<file path="src/rtl/tpl_pkg.sv">
// ---------------------------------------------------------------------------
// tpl_pkg
// shared constants, codes and control types of the timed point lookup
// ---------------------------------------------------------------------------
`default_nettype none

package tpl_pkg;

  localparam int CHANNELS = 4;
  localparam int DEPTH    = 1024;

  localparam int TIME_W   = 48;
  localparam int VAL_W    = 32;
  localparam int FIDX_W   = 10;
  localparam int CH_IN_W  = 4;
  localparam int CH_W     = (CHANNELS > 1) ? $clog2(CHANNELS) : 1;
  localparam int IDX_W    = $clog2(DEPTH);
  localparam int CNT_W    = IDX_W + 1;
  localparam int ADDR_W   = (CHANNELS * DEPTH > 2) ? $clog2(CHANNELS * DEPTH) : 1;
  localparam int NUM_W    = TIME_W + CNT_W + 1;
  localparam int STEP_W   = $clog2(IDX_W + 1);

  localparam logic [1:0] ACT_CLEAR  = 2'd0;
  localparam logic [1:0] ACT_APPEND = 2'd1;
  localparam logic [1:0] ACT_QUERY  = 2'd2;
  localparam logic [1:0] ACT_SPARE  = 2'd3;

  localparam logic REG_WINDOW_START  = 1'b0;
  localparam logic REG_WINDOW_LENGTH = 1'b1;

  typedef struct packed {
    logic [TIME_W-1:0] start;
    logic [TIME_W-1:0] len;
    logic [VAL_W-1:0]  val;
    logic              vld;
  } entry_t;

  typedef enum logic [2:0] {
    IDX_HOLD,
    IDX_ZERO,
    IDX_LAST,
    IDX_QUOT,
    IDX_DEC,
    IDX_INC
  } idx_op_t;

  typedef enum logic [1:0] {
    RES_NONE,
    RES_ZERO,
    RES_F,
    RES_N
  } res_op_t;

  typedef struct packed {
    logic    take;
    logic    prep;
    logic    mul;
    logic    div;
    idx_op_t idx_op;
    logic    f_take;
    res_op_t res_op;
    logic    out_load;
  } cmd_t;

  typedef struct packed {
    logic in_query;
    logic empty;
    logic le;
    logic ge;
    logic div_last;
    logic idx_zero;
    logic idx_last;
    logic hit;
    logic start_ge;
    logic start_gt;
    logic end_lt;
    logic out_free;
  } status_t;

endpackage

`default_nettype wire

</file>
<file path="src/rtl/tpl_ctrl.sv">
// ---------------------------------------------------------------------------
// tpl_ctrl
// sequencer: guess, divide, walk the point table, pick the value
// ---------------------------------------------------------------------------
`default_nettype none

module tpl_ctrl import tpl_pkg::*; (
  input  wire logic    clk,
  input  wire logic    rst,
  input  wire logic    in_valid,
  output logic         in_ready,
  input  wire status_t st,
  output cmd_t         cmd
);

  typedef enum logic [4:0] {
    S_IDLE, S_PREP, S_DECIDE, S_MUL, S_DIV, S_QSET,
    S_G_RD, S_G_EV, S_DN_RD, S_DN_EV, S_UP_RD, S_UP_EV,
    S_F_RD, S_F_EV, S_NX, S_N_RD, S_N_EV, S_DONE
  } state_t;

  state_t state, state_next;

  always_comb begin
    cmd        = '0;
    cmd.idx_op = IDX_HOLD;
    cmd.res_op = RES_NONE;
    state_next = state;
    in_ready   = 1'b0;
    case (state)
      S_IDLE: begin
        in_ready = 1'b1;
        if (in_valid) begin
          cmd.take = 1'b1;
          if (st.in_query) state_next = S_PREP;
        end
      end
      S_PREP: begin
        cmd.prep   = 1'b1;
        state_next = S_DECIDE;
      end
      S_DECIDE: begin
        if (st.empty) begin
          cmd.res_op = RES_ZERO;
          state_next = S_DONE;
        end else if (st.le) begin
          cmd.idx_op = IDX_ZERO;
          state_next = S_G_RD;
        end else if (st.ge) begin
          cmd.idx_op = IDX_LAST;
          state_next = S_G_RD;
        end else begin
          state_next = S_MUL;
        end
      end
      S_MUL: begin
        cmd.mul    = 1'b1;
        state_next = S_DIV;
      end
      S_DIV: begin
        cmd.div = 1'b1;
        if (st.div_last) state_next = S_QSET;
      end
      S_QSET: begin
        cmd.idx_op = IDX_QUOT;
        state_next = S_G_RD;
      end
      S_G_RD:  state_next = S_G_EV;
      S_DN_RD: state_next = S_DN_EV;
      S_UP_RD: state_next = S_UP_EV;
      S_F_RD:  state_next = S_F_EV;
      S_N_RD:  state_next = S_N_EV;
      S_G_EV, S_UP_EV: begin
        if (state == S_G_EV && st.hit) begin
          cmd.f_take = 1'b1;
          state_next = S_NX;
        end else if (state == S_G_EV && st.start_ge) begin
          if (st.idx_zero) begin
            cmd.f_take = 1'b1;
            state_next = S_NX;
          end else begin
            cmd.idx_op = IDX_DEC;
            state_next = S_DN_RD;
          end
        end else if (!st.end_lt) begin
          if (st.start_gt && !st.idx_zero) begin
            cmd.idx_op = IDX_DEC;
            state_next = S_F_RD;
          end else begin
            cmd.f_take = 1'b1;
            state_next = S_NX;
          end
        end else if (st.idx_last) begin
          cmd.f_take = 1'b1;
          state_next = S_NX;
        end else begin
          cmd.idx_op = IDX_INC;
          state_next = S_UP_RD;
        end
      end
      S_DN_EV: begin
        if (st.end_lt || st.idx_zero) begin
          cmd.f_take = 1'b1;
          state_next = S_NX;
        end else begin
          cmd.idx_op = IDX_DEC;
          state_next = S_DN_RD;
        end
      end
      S_F_EV: begin
        cmd.f_take = 1'b1;
        state_next = S_NX;
      end
      S_NX: begin
        if (st.idx_last) begin
          cmd.res_op = RES_F;
          state_next = S_DONE;
        end else begin
          cmd.idx_op = IDX_INC;
          state_next = S_N_RD;
        end
      end
      S_N_EV: begin
        cmd.res_op = RES_N;
        state_next = S_DONE;
      end
      S_DONE: begin
        if (st.out_free) begin
          cmd.out_load = 1'b1;
          state_next   = S_IDLE;
        end
      end
      default: state_next = S_IDLE;
    endcase
  end

  always_ff @(posedge clk) begin
    if (rst) begin
      state <= S_IDLE;
    end else begin
      state <= state_next;
    end
  end

endmodule

`default_nettype wire

</file>
<file path="config.mk">
export PLATFORM = sky130hd
export DESIGN_NAME = tpl_ctrl
export DESIGN_NICKNAME = d
export VERILOG_FILES = /design/src/rtl/tpl_pkg.sv /design/src/rtl/tpl_ctrl.sv
export SDC_FILE = /design/constraint.sdc
export NUM_CORES = 1
export LEC_CHECK = 0
export ABC_AREA = 1
export BUFFER_PORTS_ARGS = -buffer_cell sky130_fd_sc_hd__buf_2
export CAP_MARGIN = 10
export CORE_MARGIN = 4
export CORE_UTILIZATION = 41
export CTS_CLUSTER_SIZE = 20
export DETAILED_ROUTE_END_ITERATION = 8
export PLACE_DENSITY = 0.82
export SKIP_LAST_GASP = 1
export SYNTH_ARGS = -nofsm -noshare
export SYNTH_HDL_FRONTEND = slang
export SYNTH_SLANG_ARGS = --single-unit
</file>
<file path="constraint.sdc">
create_clock -name clk -period 1.4 [get_ports clk]
set_input_delay 0.28 -clock clk [delete_from_list [all_inputs] [get_ports clk]]
set_output_delay 0.28 -clock clk [all_outputs]
set_load 0.05 [all_outputs]
</file>
==> flow_summary_export.csv, run 1 <==
group,metric,value,unit
placement,dp_hpwl,2090,um
run_status,status,"stopped before the end",
synth,synth_cell_types,22,
placement,place_worst_setup_slack,-0.293,ns
placement,io_buffer_count,26,
synth,synth_area_leaders,"nand2_1, dfxtp_1, nand3_1",
run_status,stop_error,"[ERROR DPL-0038] Utilization greater than 100%, impossible to legalize",
die,start_util,45.9,%
synth,yosys_register_bits,5,
timing,postGrtWorstEndpoint,"cmd[3]",
synth,ys_seq_area_share,16.0,%
synth,synth.cell_area,627,sq um
synth,synth_area_leader_cell,"nand2_1",
timing,endpoint_type,"output port",
die,dieWidth,47.1,um
clock_tree,ctsHoldBuffers,0,
clock_tree,cts_max_level,1,
synth,syn_avg_cell_area,5.36,sq um
global_route,grt_max_degree,6,
clock_tree,clockRootBuffer,"clkbuf_4",
die,rows,13,
clock_tree,clock_path_buffers,2,
clock_tree,numCtsBuffers,3,
synth,yosysTopAreaCellShare,18.0,%
synth,syn_inst,117,
run_status,haltStage,"global routing",
placement,place.gp.congestion,0.915,
die,ios,27,
synth,yosysWarnings,0,
clock_tree,clock-sinks,5,
synth,synth_fp_nets,132,
die,dieHeight,47.1,um
## per-stage QoR
stage / utilization, % / cells / area [sq um]
2_1_floorplan: - / 117 / 758
3_3_place_gp: 83.4 / 189 / 1140
3_5_place_dp: 83.4 / 189 / 1140
4_1_cts: 94.8 / 195 / 1290
## cells by family after synthesis
group | after synthesis | share of synthesized area (%)
AO/OA/AOI/OAI | 14 | 13.0
AND/OR/NAND/NOR | 79 | 59.7
buffers and inverters | 19 | 11.4
flip-flops | 5 | 16.0
## cells in the mapped netlist
library cell	n
inv_1	17
o2111ai_1	1
nand4_1	2
o31ai_1	1
o22ai_1	1
nand2_2	1
nor2_4	2
o21ai_0	3
nand3_1	17
nor3_2	1
dfxtp_1	5
o21ai_2	1
nor3_1	1
a21oi_1	7
nand2_1	30
and2_1	1
nand3_2	1
nor2_1	16
inv_2	2
nor4_1	2
nor2_2	4
or2_0	1
## timing repair
| action | 4_1_cts |
|---|---|
| setup buffers | 2 |
| gates resized for setup | 35 |
| pin swaps | 10 |
| endpoints found under the setup margin | 14 |
==> run 2: changes to the inputs <==
--- a/config.mk
+++ b/config.mk
@@ -8,11 +8,10 @@
 export ABC_AREA = 1
 export BUFFER_PORTS_ARGS = -buffer_cell sky130_fd_sc_hd__buf_2
 export CAP_MARGIN = 10
-export CORE_MARGIN = 4
-export CORE_UTILIZATION = 41
-export CTS_CLUSTER_SIZE = 20
+export CORE_AREA = 4 4 65 67
 export DETAILED_ROUTE_END_ITERATION = 8
-export PLACE_DENSITY = 0.82
+export DIE_AREA = 0 0 69 71
+export PLACE_DENSITY_LB_ADDON = 0.15
 export SKIP_LAST_GASP = 1
 export SYNTH_ARGS = -nofsm -noshare
 export SYNTH_HDL_FRONTEND = slang
==> constraint.sdc (replaced) <==
create_clock -name clk -period 1.8 [get_ports clk]
set_input_delay 0.36 -clock clk [delete_from_list [all_inputs] [get_ports clk]]
set_output_delay 0.36 -clock clk [all_outputs]
set_load 0.05 [all_outputs]
==> flow_summary_export.csv, run 2 <==
group,metric,value,unit
worst_setup_path,cpMaxStageDelayCell,"dfxtp_4",
timing,min_period,1.82,ns
route,drt-vias-per-instance,4.17,
worst_setup_path,crit_cells,9,
power_and_ir_drop,totalPowerFinal,1310,uW
timing,holdWs,0.363,ns
die,coreArea,0.00363,sq mm
clock_tree,cts_tree,"yes",
worst_setup_path,max_stage_delay,0.35,ns
synth,ys.flop_type,"dfxtp_1",
clock_tree,clkTransAtPathRegs,0.03,ns
timing,skew,0.00178,ns
worst_setup_path,reg2reg_depth,8,
finish,final_cell_mix,"nand2_1, buf_2, buf_4, inv_1, nor2_1",
synth,synth_most_common_cell,"nand2_1",
timing,slew_headroom,79.6,%
finish,largest-register,"state",
timing,rsz0062_at_grt,"yes",
die,dieArea,0.00490,sq mm
route,drc,0,
route,drt_pass1_iterations,4,
synth,synth_area_leader_cell,"nand2_1",
power_and_ir_drop,cellLeakagePower,0.000582,uW
route,wl_per_cell,10.6,um
clock_tree,ctsHoldBuffers,0,
synth,yosys_register_bits,5,
worst_setup_path,timing.critical_path.buf_inv,1,
global_route,first_global_vias,844,
route,wirelength,2240,um
placement,io_buffer_count,26,
clock_tree,clock_path_buffers,2,
route,antenna_left,0,
global_route,grt_pass1_wl,3700,um
synth,yosysTopAreaCellShare,18.0,%
timing,drv_slew,0,
die,dieHeight,71,um
synth,ys_seq_area_share,16.0,%
clock_tree,clk_latency,0.22,ns
power_and_ir_drop,max-vdd-ir-drop,0.000447,V
worst_setup_path,endpoint_kind,"primary output",
worst_setup_path,critPathMaxFanout,5,
finish,syn2layout_area_growth,79.0,%
placement,place_worst_setup_slack,-0.0146,ns
die,rows,22,
die,start_util,17.3,%
min_path,hold_path_depth,2,
worst_setup_path,start_kind,"flip-flop",
clock_tree,cts_max_level,1,
global_route,grt_max_degree,6,
worst_setup_path,cpMostUsedCell,"nand2_1",
synth,yosysWarnings,0,
global_route,overflow,0,
placement,place.gp.congestion,0.792,
power_and_ir_drop,power.density,1170,mW/mm^2
timing,fmax,550,MHz
clock_tree,clockRootBuffer,"clkbuf_8",
synth,syn_inst,117,
synth,synth.cell_area,627,sq um
finish,nNetsFinal,180,
worst_setup_path,setup.worst_path.class,"flip-flop to primary output",
worst_setup_path,cp.required,1.44,ns
synth,synthArstFlopShare,0,%
worst_setup_path,crit_arrival,1.46,ns
synth,synth_area_leaders,"nand2_1, dfxtp_1, nand3_1",
route,vias,884,
synth,ys_top_cells_by_count,"nand2_1, inv_1, nand3_1",
finish,utilization,30.9,%
timing,tns,-0.0236,ns
finish,layout_commonest_cell,"nand2_1",
route,drt_iter0_drc,23,
timing,finalHoldViolations,0,
timing,fin_ws,-0.0171,ns
flow_run,maxCapViolations,0,
placement,dp_hpwl,1880,um
finish,reg_top3,"state x5",
synth,synth_fp_nets,132,
synth,synth_edf_count,0,
global_route,gr-usage-all-layers,9.12,%
global_route,antenna_found_initial,0,
synth,syn_avg_cell_area,5.36,sq um
timing,setup_viol,2,
die,ios,27,
run_status,violations,"setup timing",
timing,tightestPinTransition,0.303,ns
clock_tree,clock-sinks,5,
min_path,worstHoldStart,"rst",
worst_setup_path,r2r-start,"state[3]",
worst_setup_path,crit_family,"simple AND/OR/NAND/NOR gates",
finish,final_layout_size_suffix_gt1_share,45.1,%
timing,fin_crit_sh,101,%
worst_setup_path,cp-startpoint,"state[3]",
synth,synth_cell_types,22,
min_path,holdCritPathClass,"input port to flip-flop",
die,dieWidth,69,um
finish,largest_reg_flops,5,
clock_tree,numCtsBuffers,3,
run_status,status,"finished with violations",
worst_setup_path,cp_cell_sequence,"nor2_4 -> nand2_2 -> nor2_4 -> nand2_2 -> and2_4 -> nand2_1 -> nand2_1 -> nand2_1 -> buf_6",
finish,antenna_cells,0,
-- run 2: path summary, 6_finish.rpt --
check	end	slack (ns)
setup / recovery	cmd[3]	-0.02
hold / removal	state[3]	0.36
setup reg to reg	state[0]	0.41
hold reg to reg	state[4]	0.62
-- run 2: report_power, final --
part	switching [uW]	leakage, uW	internal [uW]	total [uW]
combinational	600	0.000516	309	909
clock	54.9	0.0000228	152	207
sequential	51.1	0.0000431	147	198
total	706	0.000582	608	1310
-- run 2: repair_timing --
action                     CTS  global route
resized for setup           25            12
pin swaps                    4             3
hold endpoints to repair     0             0
setup buffers                5             1
cloned                       0             0
setup endpoints to repair    5             9
-- run 2: metal layers --
| layer | vias up | part of all wire (%) | global-route usage [%] |
|---|---|---|---|
| met5 | - | 0 | 0 |
| met2 | 18 | 52 | 16.7 |
| li1 | 476 | - | - |
| met3 | 0 | 4.7 | 1.85 |
| met4 | 0 | 0 | 2.60 |
| met1 | 390 | 43 | 10.7 |
-- run 2: cells by family after synthesis --
| group | synth area share [%] |
|---|---|
| simple gates | 59.7 |
| compound gates | 13.0 |
| flops | 16.0 |
| buf+inv | 11.4 |
-- run 2: layout make-up --
class / instances / area, sq um
well taps: 48 / 60.1
repair buffers: 43 / 300
clock buffers: 4 / 45.0
inverters: 19 / 73.8
fillers: 439 / 2510
multi-input cells: 93 / 533
flip-flops and latches: 5 / 110
-- run 2: metrics by stage --
| stage | instance area [sq um] | instances |
|---|---|---|
| 2_1_floorplan | 644 | 117 |
| 3_3_place_gp | 917 | 202 |
| 3_5_place_dp | 917 | 202 |
| 4_1_cts | 1080 | 211 |
| 5_1_grt | 1120 | 212 |
| 6_report | 1120 | 212 |
Power figures use the tool's default switching activity.
==> run 3: changes to the inputs <==
==> constraint.sdc (replaced) <==
create_clock -name clk -period 1.8 [get_ports clk]
set_input_delay 0.27 -clock clk [delete_from_list [all_inputs] [get_ports clk]]
set_output_delay 0.27 -clock clk [all_outputs]
set_load 0.05 [all_outputs]
==> flow_summary_export.csv, run 3 (synthesis results as in run 2) <==
group,metric,value,unit
finish,largest_reg_flops,5,
placement,dp_hpwl,1940,um
worst_setup_path,reg2reg_depth,7,
clock_tree,cts_max_level,1,
clock_tree,cts_tree,"yes",
worst_setup_path,setup.worst_path.class,"flip-flop to primary output",
route,wl_per_cell,11.4,um
power_and_ir_drop,cellLeakagePower,0.000543,uW
worst_setup_path,crit_arrival,1.53,ns
die,dieArea,0.00490,sq mm
global_route,grt_pass1_wl,3910,um
timing,fin_crit_sh,99.9,%
finish,final_cell_mix,"nand2_1, buf_2, inv_1, nor2_1, nand3_1",
clock_tree,clk_latency,0.23,ns
global_route,grt_max_degree,9,
power_and_ir_drop,p_comb_share,67.5,%
worst_setup_path,r2r-start,"state[0]",
finish,layout_commonest_cell,"nand2_1",
route,drt_pass1_iterations,4,
finish,largest-register,"state",
power_and_ir_drop,p_int,549,uW
route,vias,929,
global_route,first_global_vias,869,
die,start_util,17.3,%
finish,syn2layout_area_growth,63.9,%
timing,skew,0.00778,ns
clock_tree,clock-sinks,5,
route,drt_iter0_drc,36,
timing,fin_ws,0.00155,ns
clock_tree,clkTransAtPathRegs,0.04,ns
global_route,met1_usage,11.8,%
power_and_ir_drop,max-vdd-ir-drop,0.000319,V
clock_tree,clockRootBuffer,"clkbuf_8",
timing,setup_viol,0,
min_path,hold_path_depth,2,
placement,place.gp.congestion,0.804,
route,wirelength,2330,um
power_and_ir_drop,power_switching,699,uW
power_and_ir_drop,power_frac_seq,15.3,%
die,dieWidth,69,um
clock_tree,clock_path_buffers,2,
min_path,worstHoldStart,"rst",
global_route,met2_usage,16.4,%
route,drt-vias-per-instance,4.55,
die,coreArea,0.00363,sq mm
placement,dpl_cell_area,887,sq um
finish,fin_cells,204,
die,rows,22,
run_status,status,"finished, final reports clean",
global_route,antenna_found_initial,0,
global_route,overflow,0,
die,dieHeight,71,um
worst_setup_path,cp.required,1.53,ns
flow_run,maxCapViolations,0,
timing,tightestPinTransition,0.367,ns
route,drc,0,
finish,utilization,28.3,%
finish,nNetsFinal,172,
timing,min_period,1.80,ns
timing,drv_slew,0,
min_path,holdCritPathClass,"input port to flip-flop",
global_route,gr-usage-all-layers,9.66,%
timing,finalHoldViolations,0,
route,antenna_left,0,
min_path,min_to,"state[4]",
timing,rsz0062_at_grt,"yes",
finish,reg_top3,"state x5",
worst_setup_path,start_kind,"flip-flop",
worst_setup_path,reg2reg_slack,0.40,ns
placement,placed_cells,198,
die,ios,27,
placement,place_worst_setup_slack,0.0250,ns
worst_setup_path,critPathMaxFanout,4,
finish,register_area,109,sq um
power_and_ir_drop,swShare,56.0,%
placement,io_buffer_count,26,
clock_tree,numCtsBuffers,3,
worst_setup_path,endpoint_kind,"primary output",
global_route,top_usage_layer,"met2",
finish,final_layout_size_suffix_gt1_share,41.0,%
finish,multi_input_area,510,sq um
finish,antenna_cells,0,
global_route,grtUsageMet3,2.13,%
finish,fillers,438,
timing,holdWs,0.284,ns
timing,fmax,556,MHz
worst_setup_path,timing.rr.end,"state[0]",
power_and_ir_drop,clockPowerShare,17.1,%
finish,stdcell_area,0.00103,sq mm
power_and_ir_drop,power.density,1220,mW/mm^2
clock_tree,ctsHoldBuffers,0,
timing,slew_headroom,75.5,%
[run 3: changes by cell type in the layout (fill, tap and decap cells not counted), sizes merged]
cell,previous run,this run
clkbuf,5,6
buf,42,33
[run 3: worst max-delay path by stage]
| stage | start | to | slack, ns | cells after the start |
|---|---|---|---|---|
| after global routing | state[4] | cmd[3] | -0.07 | 9 |
| after floorplan | state[1] | cmd[5] | -0.08 | 6 |
| after global placement | state[4] | cmd[3] | 0.02 | 9 |
| after CTS | state[3] | cmd[3] | -0.02 | 9 |
| final | state[4] | cmd[3] | 0.002 | 9 |
| after detailed placement | state[4] | cmd[3] | 0.02 | 9 |
[run 3: layout make-up]
| class | count | area share (%) |
|---|---|---|
| Clock buffer | 4 | 4.38 |
| Inverter | 19 | 6.94 |
| Multi-Input combinational cell | 93 | 49.7 |
| Sequential cell | 5 | 10.6 |
| Tap cell | 48 | 5.85 |
| Timing Repair Buffer | 35 | 22.5 |
[run 3: stage by stage]
stage                     power, uW  setup TNS, ns
after floorplan                 752         -0.137
after global placement          998              0
after detailed placement        983              0
after CTS                      1220        -0.0246
after global routing           1340         -0.233
final                          1250              0
[run 3: layer usage]
metal,part of all wire [%],wire [um],up-vias
li1,-,-,460
met1,40,920,430
met2,52,1200,34
met3,7.1,165,5
met4,1.7,39,0
met5,0,0,-
[run 3: critical path: stages (launching register included)]
cell and delay [ns]:
dfxtp_4 0.35, nor2_4 0.16, nand2_4 0.08, nor2_4 0.12, nand2_2 0.09, and2_4 0.16, nand2_1 0.05, nand2_1 0.04
nand2_1 0.08, buf_6 0.16
[run 3: what timing repair did]
action / in CTS / in global routing
buffers inserted: 1 / 1
pin swaps: 1 / 1
resized for setup: 15 / 11
setup endpoints to repair: 4 / 8
[run 3: power groups by stage]
stage	registers, uW	logic (uW)	clock network [uW]
3_3_place_gp	184	814	0
6_report	192	843	214
3_5_place_dp	185	798	0
4_1_cts	186	818	219
5_1_grt	202	909	229
2_1_floorplan	182	570	0
